==> src/rtl/hsa_pkg.sv <==
// ----------------------------------------------------------------------------
// hsa_pkg
// shared types and codes of the handle slot allocator
// ----------------------------------------------------------------------------
package hsa_pkg;

	localparam int FUNC_W       = 2;
	localparam int STATUS_W     = 2;
	localparam int SLOT_FIELD_W = 10;

	localparam logic [FUNC_W-1:0] OP_REGISTER   = 2'd0;
	localparam logic [FUNC_W-1:0] OP_UNREGISTER = 2'd1;
	localparam logic [FUNC_W-1:0] OP_LOOKUP     = 2'd2;

	localparam logic [STATUS_W-1:0] STAT_OK    = 2'd0;
	localparam logic [STATUS_W-1:0] STAT_FULL  = 2'd1;
	localparam logic [STATUS_W-1:0] STAT_RANGE = 2'd2;

	typedef enum logic [1:0] {
		S_IDLE,
		S_POP,
		S_READ
	} hsa_state_t;

	// controller to datapath
	typedef struct packed {
		logic accept;
		logic pop_done;
		logic read_done;
		logic load_out;
	} hsa_cmd_t;

	// datapath to controller
	typedef struct packed {
		logic need_pop;
		logic need_read;
	} hsa_sts_t;

endpackage

==> src/rtl/hsa_ctrl.sv <==
// ----------------------------------------------------------------------------
// hsa_ctrl
// sequencing state machine and response valid flag
// ----------------------------------------------------------------------------
module hsa_ctrl (
	input  logic              clk,
	input  logic              arst_n,
	input  logic              in_valid,
	output logic              in_ready,
	output logic              out_valid,
	input  logic              out_ready,
	input  hsa_pkg::hsa_sts_t sts,
	output hsa_pkg::hsa_cmd_t cmd
);

	hsa_pkg::hsa_state_t state_q;
	hsa_pkg::hsa_state_t state_d;
	logic                out_valid_q;
	logic                accept;

	assign in_ready  = (state_q == hsa_pkg::S_IDLE) && (!out_valid_q || out_ready);
	assign accept    = in_valid && in_ready;
	assign out_valid = out_valid_q;

	always_comb begin
		state_d = state_q;
		unique case (state_q)
			hsa_pkg::S_IDLE: begin
				if (accept) begin
					priority if (sts.need_pop) begin
						state_d = hsa_pkg::S_POP;
					end else if (sts.need_read) begin
						state_d = hsa_pkg::S_READ;
					end else begin
						state_d = hsa_pkg::S_IDLE;
					end
				end
			end
			hsa_pkg::S_POP:  state_d = hsa_pkg::S_IDLE;
			hsa_pkg::S_READ: state_d = hsa_pkg::S_IDLE;
			default:         state_d = hsa_pkg::S_IDLE;
		endcase
	end

	always_comb begin
		cmd.accept    = accept;
		cmd.pop_done  = (state_q == hsa_pkg::S_POP);
		cmd.read_done = (state_q == hsa_pkg::S_READ);
		cmd.load_out  = (accept && !sts.need_pop && !sts.need_read)
			|| cmd.pop_done || cmd.read_done;
	end

	always_ff @(posedge clk or negedge arst_n) begin
		if (!arst_n) begin
			state_q     <= hsa_pkg::S_IDLE;
			out_valid_q <= 1'b0;
		end else begin
			state_q <= state_d;
			if (cmd.load_out) begin
				out_valid_q <= 1'b1;
			end else if (out_ready) begin
				out_valid_q <= 1'b0;
			end
		end
	end

endmodule

==> config.mk <==
export PLATFORM = sky130hd
export DESIGN_NAME = hsa_ctrl
export DESIGN_NICKNAME = d
export VERILOG_FILES = /design/src/rtl/hsa_pkg.sv /design/src/rtl/hsa_ctrl.sv
export SDC_FILE = /design/constraint.sdc
export NUM_CORES = 1
export LEC_CHECK = 0
export BUFFER_PORTS_ARGS = -buffer_cell sky130_fd_sc_hd__buf_2
export CORE_AREA = 8 8 45 47
export CTS_BUF_LIST = sky130_fd_sc_hd__clkbuf_8
export CTS_CLUSTER_DIAMETER = 100
export DETAILED_ROUTE_END_ITERATION = 8
export DIE_AREA = 0 0 53 55
export PLACE_DENSITY = 0.33
export SETUP_SLACK_MARGIN = 0.1
export SYNTH_ARGS = -nofsm -noshare
export SYNTH_HDL_FRONTEND = slang
export SYNTH_SLANG_ARGS = --single-unit
==> constraint.sdc <==
create_clock -name clk -period 1.4 [get_ports clk]
set_input_delay 0.14 -clock clk [delete_from_list [all_inputs] [get_ports clk]]
set_output_delay 0.14 -clock clk [all_outputs]
set_load 0.1 [all_outputs]
---- After elaboration in Yosys (flattened, before gate mapping) ----
Cells that the tools add are included.
word-level totals
  bits in registers ....................... 3
  input bits .............................. 6
  output and inout port bits .............. 6
  logic and storage cells ................. 23
cells by class
  eq/ne operators ......................... 3
  muxes and demuxes ....................... 6
  reductions and logical operators ........ 12
operators with widths
  operator                                       count
  two-way mux 2 bit                              4
  logical AND 1 bit                              4
  zero test 1 bit                                3
  logical OR 1 bit                               3
  == test 2 x 1 -> 1 bit, second input constant  1
  == test 2 bit, second input constant           1
  zero test 2 bit                                1
  two-way mux 1 bit                              2
  inequality test 2 bit, second input constant   1
  nonzero test 2 bit                             1

---- Longest topological paths before layout ----
Gate-level depths: netlist (run 1).
  depth after elaboration ................. 9
  depth in mapped cells ................... 3
  gate-level depth less buffers ........... 2

---- Least setup slack after synthesis (run 1) ----
No wires, ideal clock.
  path kind ............................... flip-flop to output port
  start ................................... register out_valid_q, in the netlist out_valid
  end ..................................... output port cmd[0] in the netlist's numbering
  arrival time ............................ 3.351 ns
  data required time ...................... 1.260 ns
  setup slack ............................. -2.091 ns
  cell stages (with the launch flop) ...... 3
  path buffers ............................ 0
  path through ............................ dfrtp_1 > nor2b_1 > o31ai_1
RTL lines
  element                 line            text
  from (decl)             hsa_ctrl.sv:18  logic out_valid_q;
  from (signal assigned)  hsa_ctrl.sv:56  out_valid_q <= 1'b0;
  from (signal assigned)  hsa_ctrl.sv:60  out_valid_q <= 1'b1;
  from (signal assigned)  hsa_ctrl.sv:62  out_valid_q <= 1'b0;
  to (decl)               hsa_ctrl.sv:13  output hsa_pkg::hsa_cmd_t cmd

==> flow_summary_export.csv, run 1 <==
group,metric,value,unit
yosys,ys_ff_latch,3,
sta,rsz0062_at_grt,"true",
yosys,syn_inst,18,
global_routing,grt_pass1_wl,1090,microns
global_routing,grt_max_degree,7,
cts,h-tree-depth,1,
floorplanning,fp.dieH,55,microns
worst_hold_path,holdCritPathClass,"in -> reg",
cts,clock_latency,0.22,ns
global_routing,grt.overflow.total,0,
global_routing,antenna_found_initial,0,
yosys,yosys.cell_types.count,14,
critical_path,cp-start-kind,"flip-flop",
global_routing,grt_pass1_vias,247,
drt,finalWirelength,599,microns
floorplanning,ios,12,
floorplanning,core,1380,sq um
placement,io_buffers,11,
run_status,violations,"setup timing",
sta,slew-limit-headroom,67.9,%
cts,root_buffer,"clkbuf_8",
power,p_leak,0.214,nW
cts,cts_buffer_depth,2,
cts,tritoncts,"done",
power,p_per_area,1430,nW/um^2
sta,finalCriticalPeriod,1.48,ns
drt,wire_per_inst,11.1,microns
critical_path,critPathKind,"reg -> out",
sta,tns,-0.166,ns
run_status,outcome,"finished, violations left",
sta,fin_crit_sh,105,%
yosys,synthesis.area,191,sq um
sta,tightest_slew,0.485,ns
drt,drc,0,
critical_path,worstPathRequired,1.26,ns
sta,hold_slack,0.202,ns
global_routing,grt_util_all_layers,5.52,%
cts,cts_buffers,3,
drt,drt-initial-drc-count,1,
cells_and_area,nets,45,
sta,fmax,677,MHz
sta,slew_violations,0,
power,ir_drop,0.676,mV
critical_path,cp_max_fo,4,
critical_path,arrival,1.34,ns
floorplanning,rows,14,
yosys,syn_avg_cell_area,10.6,sq um
critical_path,reg2reg_slack,0.12,ns
yosys,seq_area_frac_synth,39.2,%
cts,clk_pin_slew_worst_paths,0.03,ns
flow_run,cap_violations,0,
cells_and_area,final_cell_mix,"6 x buf_2, 5 x buf_12, 5 x buf_4, 3 x nor2b_4, 3 x clkbuf_8",
floorplanning,initial_core_util,13.8,%
cells_and_area,fin_util,35.1,%
cells_and_area,nFillCells,142,
sta,layout_setup_ws,-0.0761,ns
cells_and_area,final_common_cell,"buf_2",
cells_and_area,insertedDiodeCount,0,
yosys,yosys_warnings,0,
placement,dp_slack,0.0565,ns
sta,setup_viol,3,
cells_and_area,syn2layout_area_growth,154,%
placement,dp_hpwl,480,microns
sta,skew,0.00218,ns
placement,gp_congestion,0.694,
cts,cts_sinks,3,
yosys,synth_fp_nets,24,
power,total_power,694,uW
drt,drt_first_pass_iters,2,
floorplanning,fp.dieW,53,microns
cells_and_area,drive_above_1_share,76.3,%
drt,drtAntennaViolNets,0,
drt,num_vias,223,
sta,hold_viol_final,0,
drt,via_per_inst,4.13,
floorplanning,die_area,2920,sq um
critical_path,cp-end-kind,"primary output",
[layout make-up]
type / count / area, sq um / area share (%)
clock buffers: 3 / 41.3 / 8.51
multi-input cells: 14 / 164 / 33.8
flip-flops and latches: 3 / 78.8 / 16.2
repair buffers: 17 / 178 / 36.6
clock inverters: 1 / 3.75 / 0.773
well taps: 16 / 20.0 / 4.12
[state kept, by name, indices dropped and copies added, names as in the netlist]
name       flops
state_q        2
out_valid      1
[Yosys cell counts]
library cell	number	area share [%]
xnor2_1	1	4.6
or2_1	1	3.3
nand2b_1	1	3.3
nor3b_1	1	3.9
nor4b_2	1	7.8
o31ai_1	1	3.9
nor4bb_1	1	5.2
dfrtp_1	3	39
or4_1	1	3.9
or3b_1	1	4.6
nor2_1	1	2.0
nor2b_1	3	9.8
nor4b_1	1	4.6
buf_4	1	3.9
[critical path: stages (launching register included)]
cell,delay [ns]
dfrtp_1,0.37
or2_4,0.28
o31ai_4,0.26
buf_12,0.21
[worst paths after layout]
kind / cells past startpoint / to / startpoint
setup / recovery: 3 / cmd[0] / state_q[1]
hold / removal: 3 / state_q[1] / sts[0]
setup reg to reg: 2 / out_valid / out_valid
hold reg to reg: 3 / state_q[1] / state_q[1]
max in group asynchronous: 2 / out_valid / arst_n
min in group asynchronous: 2 / state_q[1] / arst_n
[power by group]
group	internal, mW	switching (mW)
Sequential	0.0992	0.00413
Combinational	0.127	0.219
Clock	0.187	0.0572
Total	0.413	0.281
[stage by stage]
step / cells / cell area [sq um]
2_1_floorplan: 18 / 229
3_3_place_gp: 48 / 402
3_5_place_dp: 48 / 402
4_1_cts: 54 / 477
5_1_grt: 54 / 485
6_report: 54 / 485
[what timing repair did]
action                                  CTS  global route
gates resized for setup                   3             2
endpoints found under the setup margin    3             5
hold buffers                              1             0
setup buffers                             1             0
endpoints found under the hold margin     3             0
pin swaps                                 1             1
[metal layers]
metal,GRT usage (%),part of all wire [%]
met2,6.84,42
met5,0,0
met4,9.05,6.3
met3,2.67,13
met1,5.33,38
[cells by family (layout without fill, tap and decap cells)]
| family | after synthesis | in the layout | synth area share, % |
|---|---|---|---|
| buf+inv | 1 | 21 | 3.92 |
| flops | 3 | 3 | 39.2 |
| xor+xnor | 1 | 1 | 4.58 |
| compound gates | 1 | 1 | 3.92 |
| simple gates | 12 | 12 | 48.4 |
Power figures use the tool's default switching activity.
==> run 2, diff against run 1 <==
--- a/config.mk
+++ b/config.mk
@@ -5,7 +5,7 @@
 export SDC_FILE = /design/constraint.sdc
 export NUM_CORES = 1
 export LEC_CHECK = 0
-export BUFFER_PORTS_ARGS = -buffer_cell sky130_fd_sc_hd__buf_2
+export BUFFER_PORTS_ARGS = -buffer_cell sky130_fd_sc_hd__buf_4
 export CORE_AREA = 8 8 45 47
 export CTS_BUF_LIST = sky130_fd_sc_hd__clkbuf_8
 export CTS_CLUSTER_DIAMETER = 100
@@ -13,6 +13,7 @@
 export DIE_AREA = 0 0 53 55
 export PLACE_DENSITY = 0.33
 export SETUP_SLACK_MARGIN = 0.1
+export SKIP_LAST_GASP = 1
 export SYNTH_ARGS = -nofsm -noshare
 export SYNTH_HDL_FRONTEND = slang
 export SYNTH_SLANG_ARGS = --single-unit
==> run 2 against run 1 <==
- the run still ends with setup timing left
- register-to-register slack worse by 0.10 ns
- clock power hardly changed
- critical path depth is the same
- power increased by 1.3%
- highest routed layer is now met3
- worst hold slack improved by 0.0034 ns
- worst setup slack gained 0.037 ns
- first-iteration DRC count down 100%
- sequential cell count stayed put
- critical endpoint unchanged
- maximum frequency up 2.6%
- clock-buffer cell count unchanged
==> flow_summary_export.csv, run 2 (synthesized netlist as in run 1, its figures left out) <==
group,metric,value,unit
flow_run,cap_violations,0,
critical_path,worstPathRequired,1.26,ns
cells_and_area,final_common_cell,"buf_4",
critical_path,cp-start-kind,"flip-flop",
sta,slew-limit-headroom,80.5,%
floorplanning,rows,14,
placement,io_buffers,11,
power,p_leak,0.228,nW
worst_hold_path,holdCritPathClass,"in -> reg",
critical_path,arrival,1.30,ns
placement,gp_congestion,0.578,
placement,dp_hpwl,476,microns
cells_and_area,final_cells,56,
floorplanning,fp.dieH,55,microns
run_status,violations,"setup timing",
cells_and_area,syn2layout_area_growth,161,%
cts,clock_latency,0.22,ns
floorplanning,initial_core_util,13.8,%
global_routing,grt_pass1_vias,245,
drt,wire_per_inst,11.7,microns
cts,cts_buffers,3,
cells_and_area,drive_above_1_share,77.5,%
sta,fmax,695,MHz
critical_path,slowest_stage,"dfrtp_4",
cells_and_area,top_register,"state_q",
drt,finalWirelength,657,microns
cells_and_area,final_cell_mix,"12 x buf_4, 3 x clkbuf_8, 3 x buf_6",
cells_and_area,largest_register_ffs,2,
drt,drt_first_pass_iters,1,
sta,layout_setup_ws,-0.0388,ns
run_status,outcome,"finished, violations left",
cells_and_area,design_area,500,sq um
drt,drc,0,
cts,root_buffer,"clkbuf_8",
worst_hold_path,min-delay-start,"sts[1]",
floorplanning,core,1380,sq um
drt,drt-initial-drc-count,0,
cts,h-tree-depth,1,
sta,setup_viol,3,
power,total_power,702,uW
floorplanning,ios,12,
critical_path,crit_chain,"nor2b_4 -> o31ai_4 -> buf_12",
power,p_per_area,1400,nW/um^2
global_routing,grt_util_all_layers,4.92,%
sta,slew_violations,0,
floorplanning,die_area,2920,sq um
sta,fin_crit_sh,103,%
critical_path,critPathMaxStageDelay,0.46,ns
cells_and_area,insertedDiodeCount,0,
drt,via_per_inst,3.95,
power,ir_drop,0.686,mV
global_routing,grt_pass1_wl,1000,microns
global_routing,grt_max_degree,6,
cts,clk_pin_slew_worst_paths,0.03,ns
sta,skew,0.00401,ns
sta,finalCriticalPeriod,1.44,ns
cts,cts_buffer_depth,2,
critical_path,reg2reg_from,"out_valid",
critical_path,cp-end-kind,"primary output",
placement,place_area,347,sq um
critical_path,setup.worst_path.start,"out_valid",
cts,cts_sinks,3,
sta,hold_viol_final,0,
critical_path,cp_max_fo,4,
global_routing,antenna_found_initial,0,
floorplanning,fp.dieW,53,microns
cts,tritoncts,"done",
sta,tightest_slew,0.288,ns
drt,drtAntennaViolNets,0,
sta,hold_slack,0.205,ns
placement,dp_cells,47,
critical_path,critPathKind,"reg -> out",
global_routing,grt.overflow.total,0,
sta,tns,-0.0911,ns
drt,num_vias,221,
cells_and_area,nets,47,
sta,rsz0062_at_grt,"true",
run 2: per-layer routing:
metal / up-vias / wire length [microns] / GRT usage, %
li1: 108 / - / -
met1: 101 / 281 / 5.18
met2: 12 / 289 / 7.03
met3: 0 / 86 / 3.74
met4: 0 / 0 / 2.59
met5: - / 0 / 0
run 2: critical path: cells and delay by family (launching register included):
family | cells | cell delay, ns
flip-flops | 1 | 0.46
AO/OA/AOI/OAI | 1 | 0.25
buffers and inverters | 1 | 0.21
AND/OR/NAND/NOR | 1 | 0.16
run 2: cell type report:
class / instances / area (sq um)
tap: 16 / 20.0
multi-input combinational: 14 / 168
clock inverter: 1 / 3.75
clock buffer: 3 / 41.3
timing repair buffer: 19 / 189
fill: 151 / 883
sequential: 3 / 78.8
run 2: worst paths after layout:
check | slack, ns | endpoint | cells past startpoint
min | 0.21 | state_q[0] | 2
max in group asynchronous | 1.05 | out_valid | 2
min in group asynchronous | 0.25 | out_valid | 2
max reg2reg | 0.02 | out_valid | 3
max | -0.04 | cmd[0] | 3
min reg2reg | 0.78 | out_valid | 3
run 2: power breakdown:
group	internal (mW)	total [mW]	switching [mW]
Sequential	0.0992	0.104	0.00460
Combinational	0.132	0.354	0.222
Clock	0.187	0.244	0.0574
run 2: per-stage QoR:
| stage | util [%] | setup slack [ns] |
|---|---|---|
| 2_1_floorplan | - | -0.371 |
| 3_3_place_gp | 25.0 | 0.0178 |
| 3_5_place_dp | 25.0 | 0.0167 |
| 4_1_cts | 33.6 | -0.0719 |
| 5_1_grt | 36.2 | -0.0747 |
| 6_report | 36.2 | -0.0388 |
run 2: timing repair:
action	in CTS	in global routing
pin swaps	1	6
resized for setup	10	6
buffers inserted	3	2
setup endpoints to repair	4	8
hold buffers	1	0
endpoints found under the hold margin	3	0
gates cloned	0	0
==> run 3, diff against run 2 <==
--- a/config.mk
+++ b/config.mk
@@ -14,6 +14,8 @@
 export PLACE_DENSITY = 0.33
 export SETUP_SLACK_MARGIN = 0.1
 export SKIP_LAST_GASP = 1
+export SLEW_MARGIN = 20
 export SYNTH_ARGS = -nofsm -noshare
 export SYNTH_HDL_FRONTEND = slang
 export SYNTH_SLANG_ARGS = --single-unit
+export TNS_END_PERCENT = 10
==> run 3 against run 2 <==
- the run still ends with setup timing left
- maximum frequency down 0.17%
- largest cell class is now multi-input gates
- utilization is 5.2 points lower
- largest power group unchanged
- global-route usage rose by 0.44 points
- via count shrank 4.5%
- clock skew is 0.0030 ns lower
- die area unchanged
- cell area is 15% lower
- clock power barely moved
- critical endpoint unchanged
- cell count fell by 5.4%
- worst setup slack worse by 0.0025 ns
- sequential share of layout area is 2.7 points higher
==> flow_summary_export.csv, run 3 (synthesized netlist as in run 1, its figures left out) <==
group,metric,value,unit
cts,cts_setup_buffers,0,
cells_and_area,fin_util,30.9,%
cells_and_area,design_area,428,sq um
global_routing,antenna_found_initial,0,
critical_path,critPathKind,"reg -> out",
placement,dp_hpwl,480,microns
power,total_power,647,uW
cts,root_buffer,"clkbuf_8",
sta,finalCriticalPeriod,1.44,ns
global_routing,grt_pass1_vias,231,
cells_and_area,largest_register_ffs,2,
sta,hold_viol_final,0,
critical_path,cp-start-kind,"flip-flop",
sta,tightest_slew,0.280,ns
drt,drc,0,
sta,setup_viol,2,
cells_and_area,final_cell_mix,"13 x buf_4, 3 x clkbuf_8, 2 x nor2b_2, 2 x dfrtp_1",
global_routing,grt_max_degree,7,
placement,gp_congestion,0.609,
critical_path,reg2reg_from,"state_q[0]",
floorplanning,die_area,2920,sq um
cells_and_area,nets,44,
critical_path,worstPathRequired,1.26,ns
floorplanning,core,1380,sq um
critical_path,r2r_end,"out_valid",
drt,num_vias,211,
cts,cts_sinks,3,
sta,layout_setup_ws,-0.0413,ns
critical_path,crit_end,"cmd[0]",
placement,io_buffers,11,
floorplanning,fp.dieH,55,microns
drt,drtAntennaViolNets,0,
drt,finalWirelength,597,microns
global_routing,grt_pass1_wl,1060,microns
cells_and_area,insertedDiodeCount,0,
cells_and_area,drive_above_1_share,73.0,%
sta,tns,-0.0727,ns
power,p_per_area,1510,nW/um^2
drt,drt-initial-drc-count,0,
global_routing,grt_util_all_layers,5.36,%
drt,drt_first_pass_iters,1,
sta,rsz0062_at_grt,"true",
critical_path,reg2reg_slack,0.10,ns
cts,h-tree-depth,1,
sta,slew_violations,0,
sta,hold_slack,0.202,ns
cells_and_area,syn2layout_area_growth,124,%
cts,cts_buffers,3,
critical_path,setup.worst_path.start,"out_valid",
placement,place_area,349,sq um
sta,fin_crit_sh,103,%
flow_run,cap_violations,0,
floorplanning,fp.dieW,53,microns
global_routing,grt.overflow.total,0,
power,p_leak,0.196,nW
run_status,violations,"setup timing",
floorplanning,rows,14,
critical_path,rr_worst_depth,3,
floorplanning,ios,12,
cells_and_area,top_register,"state_q",
cts,cts_buffer_depth,2,
worst_hold_path,holdCritPathClass,"in -> reg",
floorplanning,initial_core_util,13.8,%
cells_and_area,final_common_cell,"buf_4",
sta,skew,0.000996,ns
cts,clock_latency,0.22,ns
critical_path,cp-end-kind,"primary output",
sta,fmax,694,MHz
cts,clk_pin_slew_worst_paths,0.03,ns
sta,slew-limit-headroom,81.5,%
drt,via_per_inst,3.98,
power,ir_drop,0.491,mV
critical_path,cp_max_fo,6,
run_status,outcome,"finished, violations left",
critical_path,arrival,1.30,ns
drt,wire_per_inst,11.3,microns
cts,tritoncts,"done",
==> run 3: changes by cell type in the layout (fill, tap and decap cells not counted), sizes merged <==
| cell | before | now |
|---|---|---|
| buf | 18 | 15 |
==> run 3: layout make-up <==
type	count	area, sq um
Fill cell	154	956
Multi-Input combinational cell	14	145
Timing Repair Buffer	16	139
Sequential cell	3	78.8
Clock buffer	3	41.3
Tap cell	16	20.0
Clock inverter	1	3.75
==> run 3: how the worst min path moves through the flow <==
stage               startpoint    endpoint  cells past startpoint
floorplan               arst_n  state_q[0]                      0
global placement        arst_n  state_q[0]                      1
detailed placement      arst_n  state_q[1]                      1
CTS                     sts[0]  state_q[1]                      3
global route            sts[0]  state_q[1]                      3
finish                  sts[0]  state_q[1]                      3
==> run 3: per-stage QoR <==
| step | setup slack [ns] | std cells |
|---|---|---|
| floorplan | -0.371 | 18 |
| global placement | 0.0236 | 48 |
| detailed placement | 0.0177 | 48 |
| CTS | -0.0522 | 53 |
| global route | -0.0904 | 53 |
| finish | -0.0413 | 53 |
==> run 3: repair_timing <==
item	4_1_cts	5_1_grt
pin swaps	1	0
endpoints found under the hold margin	3	0
resized for setup	6	0
setup endpoints to repair	4	6
cloned	0	0
hold buffers	1	0
==> run 3: critical path, cell delays in order, from the launching register on <==
cell and delay, ns:
dfrtp_4 0.46, nor2b_4 0.16, o31ai_4 0.25, buf_12 0.21
==> run 3: power by group <==
part | leakage (nW) | switching (mW) | internal, mW
clock | 0.0269 | 0.0576 | 0.187
sequential | 0.0379 | 0.00423 | 0.0992
combinational | 0.131 | 0.207 | 0.0919
==> run 3: metal layers <==
metal	track usage, %	share of wire [%]	vias to the layer above
li1	-	-	104
met1	5.19	41	95
met2	7.23	45	10
met3	3.21	12	2
met4	6.47	1.3	0
met5	0	0	-
